[config.mk]
export PLATFORM = sky130hd
export DESIGN_NAME = button_press_gesture_classifier_unit_flat
export DESIGN_NICKNAME = d
export VERILOG_FILES = /design/src/hw/rtl/bpg_pkg.sv /design/src/hw/rtl/bpg_in_if.sv /design/src/hw/rtl/bpg_out_if.sv /design/src/hw/rtl/bpg_core.sv /design/src/hw/rtl/button_press_gesture_classifier_unit.sv /design/src/flat_wrapper.sv
export SDC_FILE = /design/constraint.sdc
export NUM_CORES = 1
export LEC_CHECK = 0
export ABC_AREA = 1
export BUFFER_PORTS_ARGS = -buffer_cell sky130_fd_sc_hd__buf_2
export CORE_AREA = 2 2 123 125
export CTS_CLUSTER_DIAMETER = 200
export DETAILED_ROUTE_END_ITERATION = 10
export DIE_AREA = 0 0 125 127
export HOLD_SLACK_MARGIN = 0.1
export PLACE_DENSITY_LB_ADDON = 0.05
export SLEW_MARGIN = 20
export SYNTH_ARGS = -nofsm -noshare
export SYNTH_HDL_FRONTEND = slang
export SYNTH_SLANG_ARGS = --single-unit
[constraint.sdc]
create_clock -name clk_i -period 2.3 [get_ports clk_i]
set_input_delay 0.115 -clock clk_i [delete_from_list [all_inputs] [get_ports clk_i]]
set_output_delay 0.115 -clock clk_i [all_outputs]
set_load 0.005 [all_outputs]
[src/hw/rtl/bpg_pkg.sv]
// Shared constants, types and helpers for the button gesture classifier.
package bpg_pkg;

  localparam int unsigned TimerWidth  = 20;
  localparam int unsigned CfgWidth    = 20;
  localparam int unsigned CfgIdxWidth = 2;

  localparam logic [CfgWidth-1:0] LongPressReset   = CfgWidth'(750000);
  localparam logic [CfgWidth-1:0] DoublePressReset = CfgWidth'(300000);
  localparam logic [CfgWidth-1:0] DebounceReset    = CfgWidth'(10000);

  localparam longint unsigned TimerMax = (64'd1 << TimerWidth) - 64'd1;

  typedef enum logic [CfgIdxWidth-1:0] {
    CfgLongPress   = 2'd0,
    CfgDoublePress = 2'd1,
    CfgDebounce    = 2'd2
  } cfg_idx_e;

  typedef enum logic [1:0] {
    GestSingle = 2'd0,
    GestDouble = 2'd1,
    GestLong   = 2'd2
  } gesture_e;

  typedef struct packed {
    logic [CfgWidth-1:0] long_press_ticks;
    logic [CfgWidth-1:0] double_press_ticks;
    logic [CfgWidth-1:0] debounce_ticks;
  } cfg_t;

  typedef struct packed {
    logic func;
    logic button_down;
  } item_t;

  typedef struct packed {
    logic     valid;
    gesture_e gesture;
  } res_t;

  // Saturate a register value into the timer range.
  function automatic logic [TimerWidth-1:0] timer_load(logic [CfgWidth-1:0] v);
    logic [63:0] ve;
    ve = 64'(v);
    if (ve > TimerMax) begin
      return TimerWidth'(TimerMax);
    end
    return TimerWidth'(ve);
  endfunction

endpackage

[src/hw/rtl/bpg_in_if.sv]
// Input channel: button edge or tick transactions.
interface bpg_in_if;
  logic valid;
  logic ready;
  logic func;
  logic button_down;

  modport source (output valid, output func, output button_down, input ready);
  modport sink   (input valid, input func, input button_down, output ready);
endinterface

[src/hw/rtl/bpg_out_if.sv]
// Output channel: detected gesture transactions.
interface bpg_out_if;
  logic       valid;
  logic       ready;
  logic [1:0] gesture;

  modport source (output valid, output gesture, input ready);
  modport sink   (input valid, input gesture, output ready);
endinterface

[src/hw/rtl/bpg_core.sv]
// Gesture state machine: phase, pending gesture, timeout and lockout counters.
module bpg_core (
  input  logic          clk_i,
  input  logic          rst_ni,
  input  logic          item_valid_i,
  input  bpg_pkg::item_t item_i,
  input  bpg_pkg::cfg_t  cfg_i,
  output bpg_pkg::res_t  res_o
);
  import bpg_pkg::*;

  typedef enum logic [1:0] {
    PhIdle     = 2'd0,
    PhPressed  = 2'd1,
    PhReleased = 2'd2
  } phase_e;

  typedef enum logic [1:0] {
    PendNone   = 2'd0,
    PendSingle = 2'd1,
    PendLong   = 2'd2
  } pend_e;

  phase_e                phase_q, phase_d;
  pend_e                 pend_q, pend_d;
  logic [TimerWidth-1:0] timeout_q, timeout_d;
  logic [TimerWidth-1:0] lockout_q, lockout_d;

  always_comb begin
    logic [TimerWidth-1:0] tmo_dec;
    tmo_dec   = timeout_q - TimerWidth'(1);
    phase_d   = phase_q;
    pend_d    = pend_q;
    timeout_d = timeout_q;
    lockout_d = lockout_q;
    res_o     = '{valid: 1'b0, gesture: GestSingle};

    if (item_valid_i) begin
      if (item_i.func) begin
        // tick: count both timers down, report on timeout expiry
        if (lockout_q != '0) begin
          lockout_d = lockout_q - TimerWidth'(1);
        end
        if (timeout_q != '0) begin
          timeout_d = tmo_dec;
          if (tmo_dec == '0 && pend_q != PendNone) begin
            res_o.valid   = 1'b1;
            res_o.gesture = (pend_q == PendLong) ? GestLong : GestSingle;
            pend_d        = PendNone;
            phase_d       = PhIdle;
          end
        end
      end else if (lockout_q == '0) begin
        if (item_i.button_down) begin
          unique case (phase_q)
            PhIdle: begin
              phase_d   = PhPressed;
              pend_d    = PendLong;
              timeout_d = timer_load(cfg_i.long_press_ticks);
              lockout_d = timer_load(cfg_i.debounce_ticks);
            end
            PhReleased: begin
              phase_d       = PhIdle;
              pend_d        = PendNone;
              timeout_d     = '0;
              res_o.valid   = 1'b1;
              res_o.gesture = GestDouble;
            end
            default: ;
          endcase
        end else if (phase_q == PhPressed) begin
          phase_d   = PhReleased;
          pend_d    = PendSingle;
          timeout_d = timer_load(cfg_i.double_press_ticks);
          lockout_d = timer_load(cfg_i.debounce_ticks);
        end
      end
    end
  end

  always_ff @(posedge clk_i or negedge rst_ni) begin
    if (!rst_ni) begin
      phase_q   <= PhIdle;
      pend_q    <= PendNone;
      timeout_q <= '0;
      lockout_q <= '0;
    end else begin
      phase_q   <= phase_d;
      pend_q    <= pend_d;
      timeout_q <= timeout_d;
      lockout_q <= lockout_d;
    end
  end

  a_double_from_released: assert property (@(posedge clk_i) disable iff (!rst_ni)
    (res_o.valid && res_o.gesture == GestDouble) |-> phase_q == PhReleased)
    else $error("double press reported outside released phase");

  a_report_to_idle: assert property (@(posedge clk_i) disable iff (!rst_ni)
    res_o.valid |=> (phase_q == PhIdle && pend_q == PendNone))
    else $error("state not idle after a reported gesture");

  a_lockout_blocks_edges: assert property (@(posedge clk_i) disable iff (!rst_ni)
    (item_valid_i && !item_i.func && lockout_q != '0) |=>
      ($stable(phase_q) && $stable(pend_q) && $stable(timeout_q)))
    else $error("edge acted on during lockout");

  a_pending_matches_phase: assert property (@(posedge clk_i) disable iff (!rst_ni)
    (phase_q == PhIdle) |-> pend_q == PendNone)
    else $error("gesture pending while idle");

endmodule

[src/hw/rtl/button_press_gesture_classifier_unit.sv]
// Top level of the push-button single, double and long press classifier.
//
// Usage: drive in_i with one transaction per button edge (func = 0, with
// button_down giving the new level) and one per microsecond tick (func = 1).
// Gestures leave on out_o: 0 single, 1 double, 2 long press. A transaction
// produces zero or one gesture.
// The gesture caused by an input transaction is offered on out_o once that
// transaction has passed the input stage and the core into the output register.
// Throughput: one input transaction per cycle unless out_o stalls; the state
// update is one pass of short logic between input stage and output register.
// Configuration: write cfg_data_i to register cfg_idx_i when cfg_we_i is high
// (0 long press, 1 double press window, 2 debounce, all in ticks). Write only
// while the block is idle. Index 3 is ignored.
// Reset: clears the input stage, the output register and the gesture state,
// and loads 750000, 300000 and 10000 ticks into the three registers.
// Stall: while a gesture waits on out_o the input stage still takes one more
// transaction; after that in_i.ready drops until out_o is drained.
module button_press_gesture_classifier_unit (
  input  logic                               clk_i,
  input  logic                               rst_ni,
  input  logic                               cfg_we_i,
  input  logic [bpg_pkg::CfgIdxWidth-1:0]    cfg_idx_i,
  input  logic [bpg_pkg::CfgWidth-1:0]       cfg_data_i,
  bpg_in_if.sink                             in_i,
  bpg_out_if.source                          out_o
);
  import bpg_pkg::*;

  cfg_t   cfg_q;
  logic   stage_valid_q;
  item_t  stage_item_q;
  logic   out_valid_q;
  gesture_e out_gesture_q;
  logic   advance;
  res_t   res;

  // Configuration registers; index 3 means nothing and is dropped.
  always_ff @(posedge clk_i or negedge rst_ni) begin
    if (!rst_ni) begin
      cfg_q.long_press_ticks   <= LongPressReset;
      cfg_q.double_press_ticks <= DoublePressReset;
      cfg_q.debounce_ticks     <= DebounceReset;
    end else if (cfg_we_i) begin
      unique case (cfg_idx_e'(cfg_idx_i))
        CfgLongPress:   cfg_q.long_press_ticks   <= cfg_data_i;
        CfgDoublePress: cfg_q.double_press_ticks <= cfg_data_i;
        CfgDebounce:    cfg_q.debounce_ticks     <= cfg_data_i;
        default: ;
      endcase
    end
  end

  // The staged transaction is processed when the output register can take
  // its result: empty, or being drained this cycle.
  assign advance    = !out_valid_q || out_o.ready;
  assign in_i.ready = !stage_valid_q || advance;

  // Input stage: hold the transaction until the core consumes it.
  always_ff @(posedge clk_i or negedge rst_ni) begin
    if (!rst_ni) begin
      stage_valid_q <= 1'b0;
    end else if (in_i.ready) begin
      stage_valid_q <= in_i.valid;
    end
  end

  always_ff @(posedge clk_i) begin
    if (in_i.valid && in_i.ready) begin
      stage_item_q <= '{func: in_i.func, button_down: in_i.button_down};
    end
  end

  bpg_core u_core (
    .clk_i        (clk_i),
    .rst_ni       (rst_ni),
    .item_valid_i (stage_valid_q && advance),
    .item_i       (stage_item_q),
    .cfg_i        (cfg_q),
    .res_o        (res)
  );

  // Output register: load a new gesture, or drop the one just taken.
  always_ff @(posedge clk_i or negedge rst_ni) begin
    if (!rst_ni) begin
      out_valid_q <= 1'b0;
    end else if (advance) begin
      out_valid_q <= res.valid;
    end
  end

  always_ff @(posedge clk_i) begin
    if (advance && res.valid) begin
      out_gesture_q <= res.gesture;
    end
  end

  assign out_o.valid   = out_valid_q;
  assign out_o.gesture = out_gesture_q;

  a_stage_holds_on_stall: assert property (@(posedge clk_i) disable iff (!rst_ni)
    (stage_valid_q && !advance) |=> stage_valid_q)
    else $error("staged transaction lost while output stalled");

  a_result_lands: assert property (@(posedge clk_i) disable iff (!rst_ni)
    res.valid |=> out_valid_q)
    else $error("core result not captured in output register");

  a_no_ready_when_full: assert property (@(posedge clk_i) disable iff (!rst_ni)
    (stage_valid_q && out_valid_q && !out_o.ready) |-> !in_i.ready)
    else $error("input accepted with both stages full");

endmodule
[src/flat_wrapper.sv]
// flat-port wrapper written by rule: the top's interface ports become plain ports
module button_press_gesture_classifier_unit_flat import bpg_pkg::*;
  (clk_i, rst_ni, cfg_we_i, cfg_idx_i, cfg_data_i, in_i_valid, in_i_func, in_i_button_down, in_i_ready, out_o_valid, out_o_gesture, out_o_ready);
  bpg_in_if in_i_i ();
  bpg_out_if out_o_i ();
  input  logic clk_i;
  input  logic rst_ni;
  input  logic cfg_we_i;
  input  logic [bpg_pkg::CfgIdxWidth-1:0] cfg_idx_i;
  input  logic [bpg_pkg::CfgWidth-1:0] cfg_data_i;
  input wire logic [$bits(in_i_i.valid)-1:0] in_i_valid;
  input wire logic [$bits(in_i_i.func)-1:0] in_i_func;
  input wire logic [$bits(in_i_i.button_down)-1:0] in_i_button_down;
  output wire logic [$bits(in_i_i.ready)-1:0] in_i_ready;
  output wire logic [$bits(out_o_i.valid)-1:0] out_o_valid;
  output wire logic [$bits(out_o_i.gesture)-1:0] out_o_gesture;
  input wire logic [$bits(out_o_i.ready)-1:0] out_o_ready;
  assign in_i_i.valid = in_i_valid;
  assign in_i_i.func = in_i_func;
  assign in_i_i.button_down = in_i_button_down;
  assign in_i_ready = in_i_i.ready;
  assign out_o_valid = out_o_i.valid;
  assign out_o_gesture = out_o_i.gesture;
  assign out_o_i.ready = out_o_ready;
  button_press_gesture_classifier_unit u_core (.clk_i(clk_i), .rst_ni(rst_ni), .cfg_we_i(cfg_we_i), .cfg_idx_i(cfg_idx_i), .cfg_data_i(cfg_data_i), .in_i(in_i_i), .out_o(out_o_i));
endmodule
==> reports/metrics.csv <==
stage,metric,value,unit
placement,place_hpwl,10700,um
drt,wirelength,15200,um
placement,place_congestion,0.918,
worst_hold_path,hold_path_depth,3,
setup_path,cp.required,2.54,ns
sta,finalClockSkew,0.00848,ns
die,num_rows,44,
pwr,power_density,952,nW/um2
yosys,synth_edf_count,4,
yosys,synth_cells,765,
final_layout,n_antenna_cell,0,
setup_path,path_class,reg2reg,
yosys,yosys_register_bits,108,
sta,tightest_slew,0.927,ns
yosys,yosysTopAreaCellShare,35.6,%
setup_path,critPathLaunchType,flop,
clock_network,clock_sinks,108,
job,max_cap_violations,0,
yosys,synth_cell_type_count,34,
yosys,syn_area,5690,um2
yosys,ys_seq_area_share,48.3,%
yosys,synth_flop_cell,dfrtp_1,
sta,setup_ws,0.154,ns
die,start_util,39.5,%
setup_path,reg2reg_depth,13,
yosys,synth_nets,797,
placement,pre_cts_slack,0.0675,ns
final_layout,multiInputGateArea,2550,um2
setup_path,slowest_delay,0.38,ns
die,dieArea,15900,um2
clock_network,cts_tree,built,
yosys,synth_top_area_cell,dfrtp_1,
sta,finalHoldViolations,0,
drt,wl_per_cell,15.0,um
clock_network,cts_max_level,3,
clock_network,clk_latency,0.36,ns
placement,place_area,6110,um2
sta,period_needed,2.15,ns
setup_path,crit_chain,inv_1 > ha_4 > nand2_2 > nor2_4 > nand2_4 > nor2_4 > nand3_2 > nand2_2 > nand2_1 > nor3_4 > buf_12 > buf_2 > a31oi_1,
pwr,p_leak,3.19,nW
global_route,grt_pass1_wl,24900,um
setup_path,r2r_end,u_core.u_core.timeout_q[5]$_DFFE_PN0P_,
clock_network,cts-root-buf,clkbuf_16,
clock_network,cts.reportedPaths.clkPinSlew,0.08,ns
die,core,14400,um2
sta,fmax,466,MHz
global_route,grt_pass1_vias,4963,
setup_path,r2r-start,u_core.u_core.lockout_q[0]$_DFFE_PN0P_,
global_route,grt.overflow.total,0,
yosys,syn_avg_cell_area,7.44,um2
pwr,p_total,6.38,mW
sta,tns,0,ns
yosys,synth_most_common_cell,nand2_1,
yosys,synth_warnings,0,
drt,via_per_inst,5.06,
worst_hold_path,hold_class,in2reg,
pwr,peakVddDrop,404,uV
clock_network,cts_buffers,9,
die,die_x,125,um
yosys,synth_area_leaders,"dfrtp_1 36%, nand2_1 17%, dfstp_2 11%",
drt,ant_nets,0,
worst_hold_path,hold-path-endpoint,u_core.cfg_q[54]$_DFFE_PN1P_,
die,die_y,127,um
final_layout,drive_gt1_share,13.8,%
drt,drc,0,
drt,drt-initial-drc-count,357,
global_route,grt_max_degree,70,
yosys,synthArstFlopShare,96.3,%
setup_path,crit_start,u_core.u_core.lockout_q[0]$_DFFE_PN0P_,
placement,io_buffers,32,
die,io_pins,33,
setup_path,crit_path_max_fanout,7,
setup_path,slowest_stage,dfrtp_1,
final_layout,postLayoutCellArea,6710,um2
yosys,synthTopCellsByCount,"253 x nand2_1, 105 x o21ai_0, 81 x dfrtp_1, 81 x nor2_1, 78 x inv_1",
drt,routed-via-count,5125,
final_layout,syn2layout_area_growth,17.8,%
outcome,status,"finished, final reports clean",
worst_hold_path,min_from,cfg_data_i[14],
setup_path,arrival,2.38,ns
final_layout,n_fill_cell,1467,
drt,firstDrtPassIters,5,
sta,setup_viol,0,
clock_network,cts_buffer_depth,2,
setup_path,regToRegSetupSlack,0.15,ns
sta,period_share,93.3,%
final_layout,regArea,2750,um2
sta,slew_headroom,38.0,%
sta,slew_viol_final,0,
final_layout,nNetsFinal,855,
global_route,grt_usage,19.7,%
setup_path,worst_setup_path_end_kind,flop,
global_route,antenna_found_initial,0,
==> worst max-delay path: cells and delay by family (launching register included) <==
kind            cells  cell delay (ns)
simple gates        8             0.94
fa+ha+maj           1             0.16
buf+inv             3             0.45
compound gates      1             0.09
flops               1             0.38
==> what timing repair did <==
action / 4_1_cts / 5_1_grt
hold buffers: 20 / 0
setup buffers: 0 / 3
resized for setup: 0 / 18
setup endpoints to repair: 0 / 29
hold endpoints to repair: 74 / 0
==> cell type report <==
type	instances	area share, %
inverters	80	4.48
well taps	184	3.43
multi-input cells	549	38.0
repair buffers	75	8.73
clock buffers	12	3.84
clock inverters	4	0.448
flip-flops and latches	108	41.0
==> cells in the final DEF, fill, tap and decap left out, types with 2 or more instances in the layout <==
cell type and instances:
a21oi_1 10, a22oi_1 5, a31oi_1 7, buf_12 3, buf_2 32, buf_4 17, buf_6 2, clkbuf_1 2
clkbuf_16 10, dfrtp_1 81, dfstp_2 23, dlygate4sd3_1 20, edfxtp_1 4, ha_4 2, inv_1 77, inv_2 3
inv_6 2, nand2_1 250, nand2_2 6, nand3_1 35, nand4_1 5, nor2_1 79, nor2_2 3, nor2_4 2
nor3_1 5, nor3_4 2, nor4_1 3, o211ai_1 7, o21ai_0 103, o21ai_1 7, o31ai_1 2, xor2_1 7
==> worst max path at each step <==
| stage | to | slack [ns] | cells after the start |
|---|---|---|---|
| floorplan | u_core.out_o.gesture[0]$_SDFFCE_PN0P_ | 0.12 | 14 |
| global placement | u_core.out_o.gesture[0]$_SDFFCE_PN0P_ | 0.11 | 15 |
| detailed placement | u_core.out_o.gesture[0]$_SDFFCE_PN0P_ | 0.07 | 15 |
| CTS | u_core.out_o.gesture[0]$_SDFFCE_PN0P_ | 0.04 | 15 |
| global route | u_core.u_core.timeout_q[0]$_DFFE_PN0P_ | -0.05 | 14 |
| finish | u_core.u_core.timeout_q[5]$_DFFE_PN0P_ | 0.15 | 13 |
==> cells by family after synthesis <==
group           share of synthesized area, %
compound gates                          13.5
simple gates                            28.4
buf+inv                                 7.76
flops                                   48.3
fa+ha+maj                              0.659
xor+xnor                                1.38
==> layer usage <==
| metal | routed length [um] | vias to the layer above | GRT usage [%] |
|---|---|---|---|
| li1 | - | 2575 | - |
| met1 | 7290 | 2401 | 26.5 |
| met2 | 6930 | 130 | 31.9 |
| met3 | 621 | 19 | 4.02 |
| met4 | 317 | 0 | 6.73 |
| met5 | 0 | - | 0 |
==> per-stage QoR <==
| stage | instances | hold WS, ns | utilization (%) |
|---|---|---|---|
| final | 1012 | 0.0844 | 46.5 |
| after global routing | 1012 | 0.117 | 46.5 |
| after CTS | 1008 | 0.106 | 45.8 |
| after detailed placement | 972 | 0.113 | 42.4 |
| after global placement | 972 | 0.103 | 42.4 |
| after floorplan | 765 | -0.181 | - |
==> registers in the layout, summed over array words and instances, names as in the netlist <==
register	flops
u_core.stage_item_q	2
u_core.u_core.phase_q	1
u_core.u_core.timeout_q	20
u_core.out_o.valid	1
u_core.stage_valid_q	1
u_core.out_o.gesture	2
u_core.u_core.lockout_q	20
u_core.cfg_q	60
u_core.u_core.pend_q	1
==> report_power, final <==
group / total (mW) / internal, mW / switching (mW) / leakage (nW)
Sequential: 2.82 / 2.40 / 0.419 / 1.29
Combinational: 2.02 / 0.768 / 1.25 / 1.75
Clock: 1.55 / 0.809 / 0.738 / 0.139
Note: power is estimated with default switching activity, not from simulation.
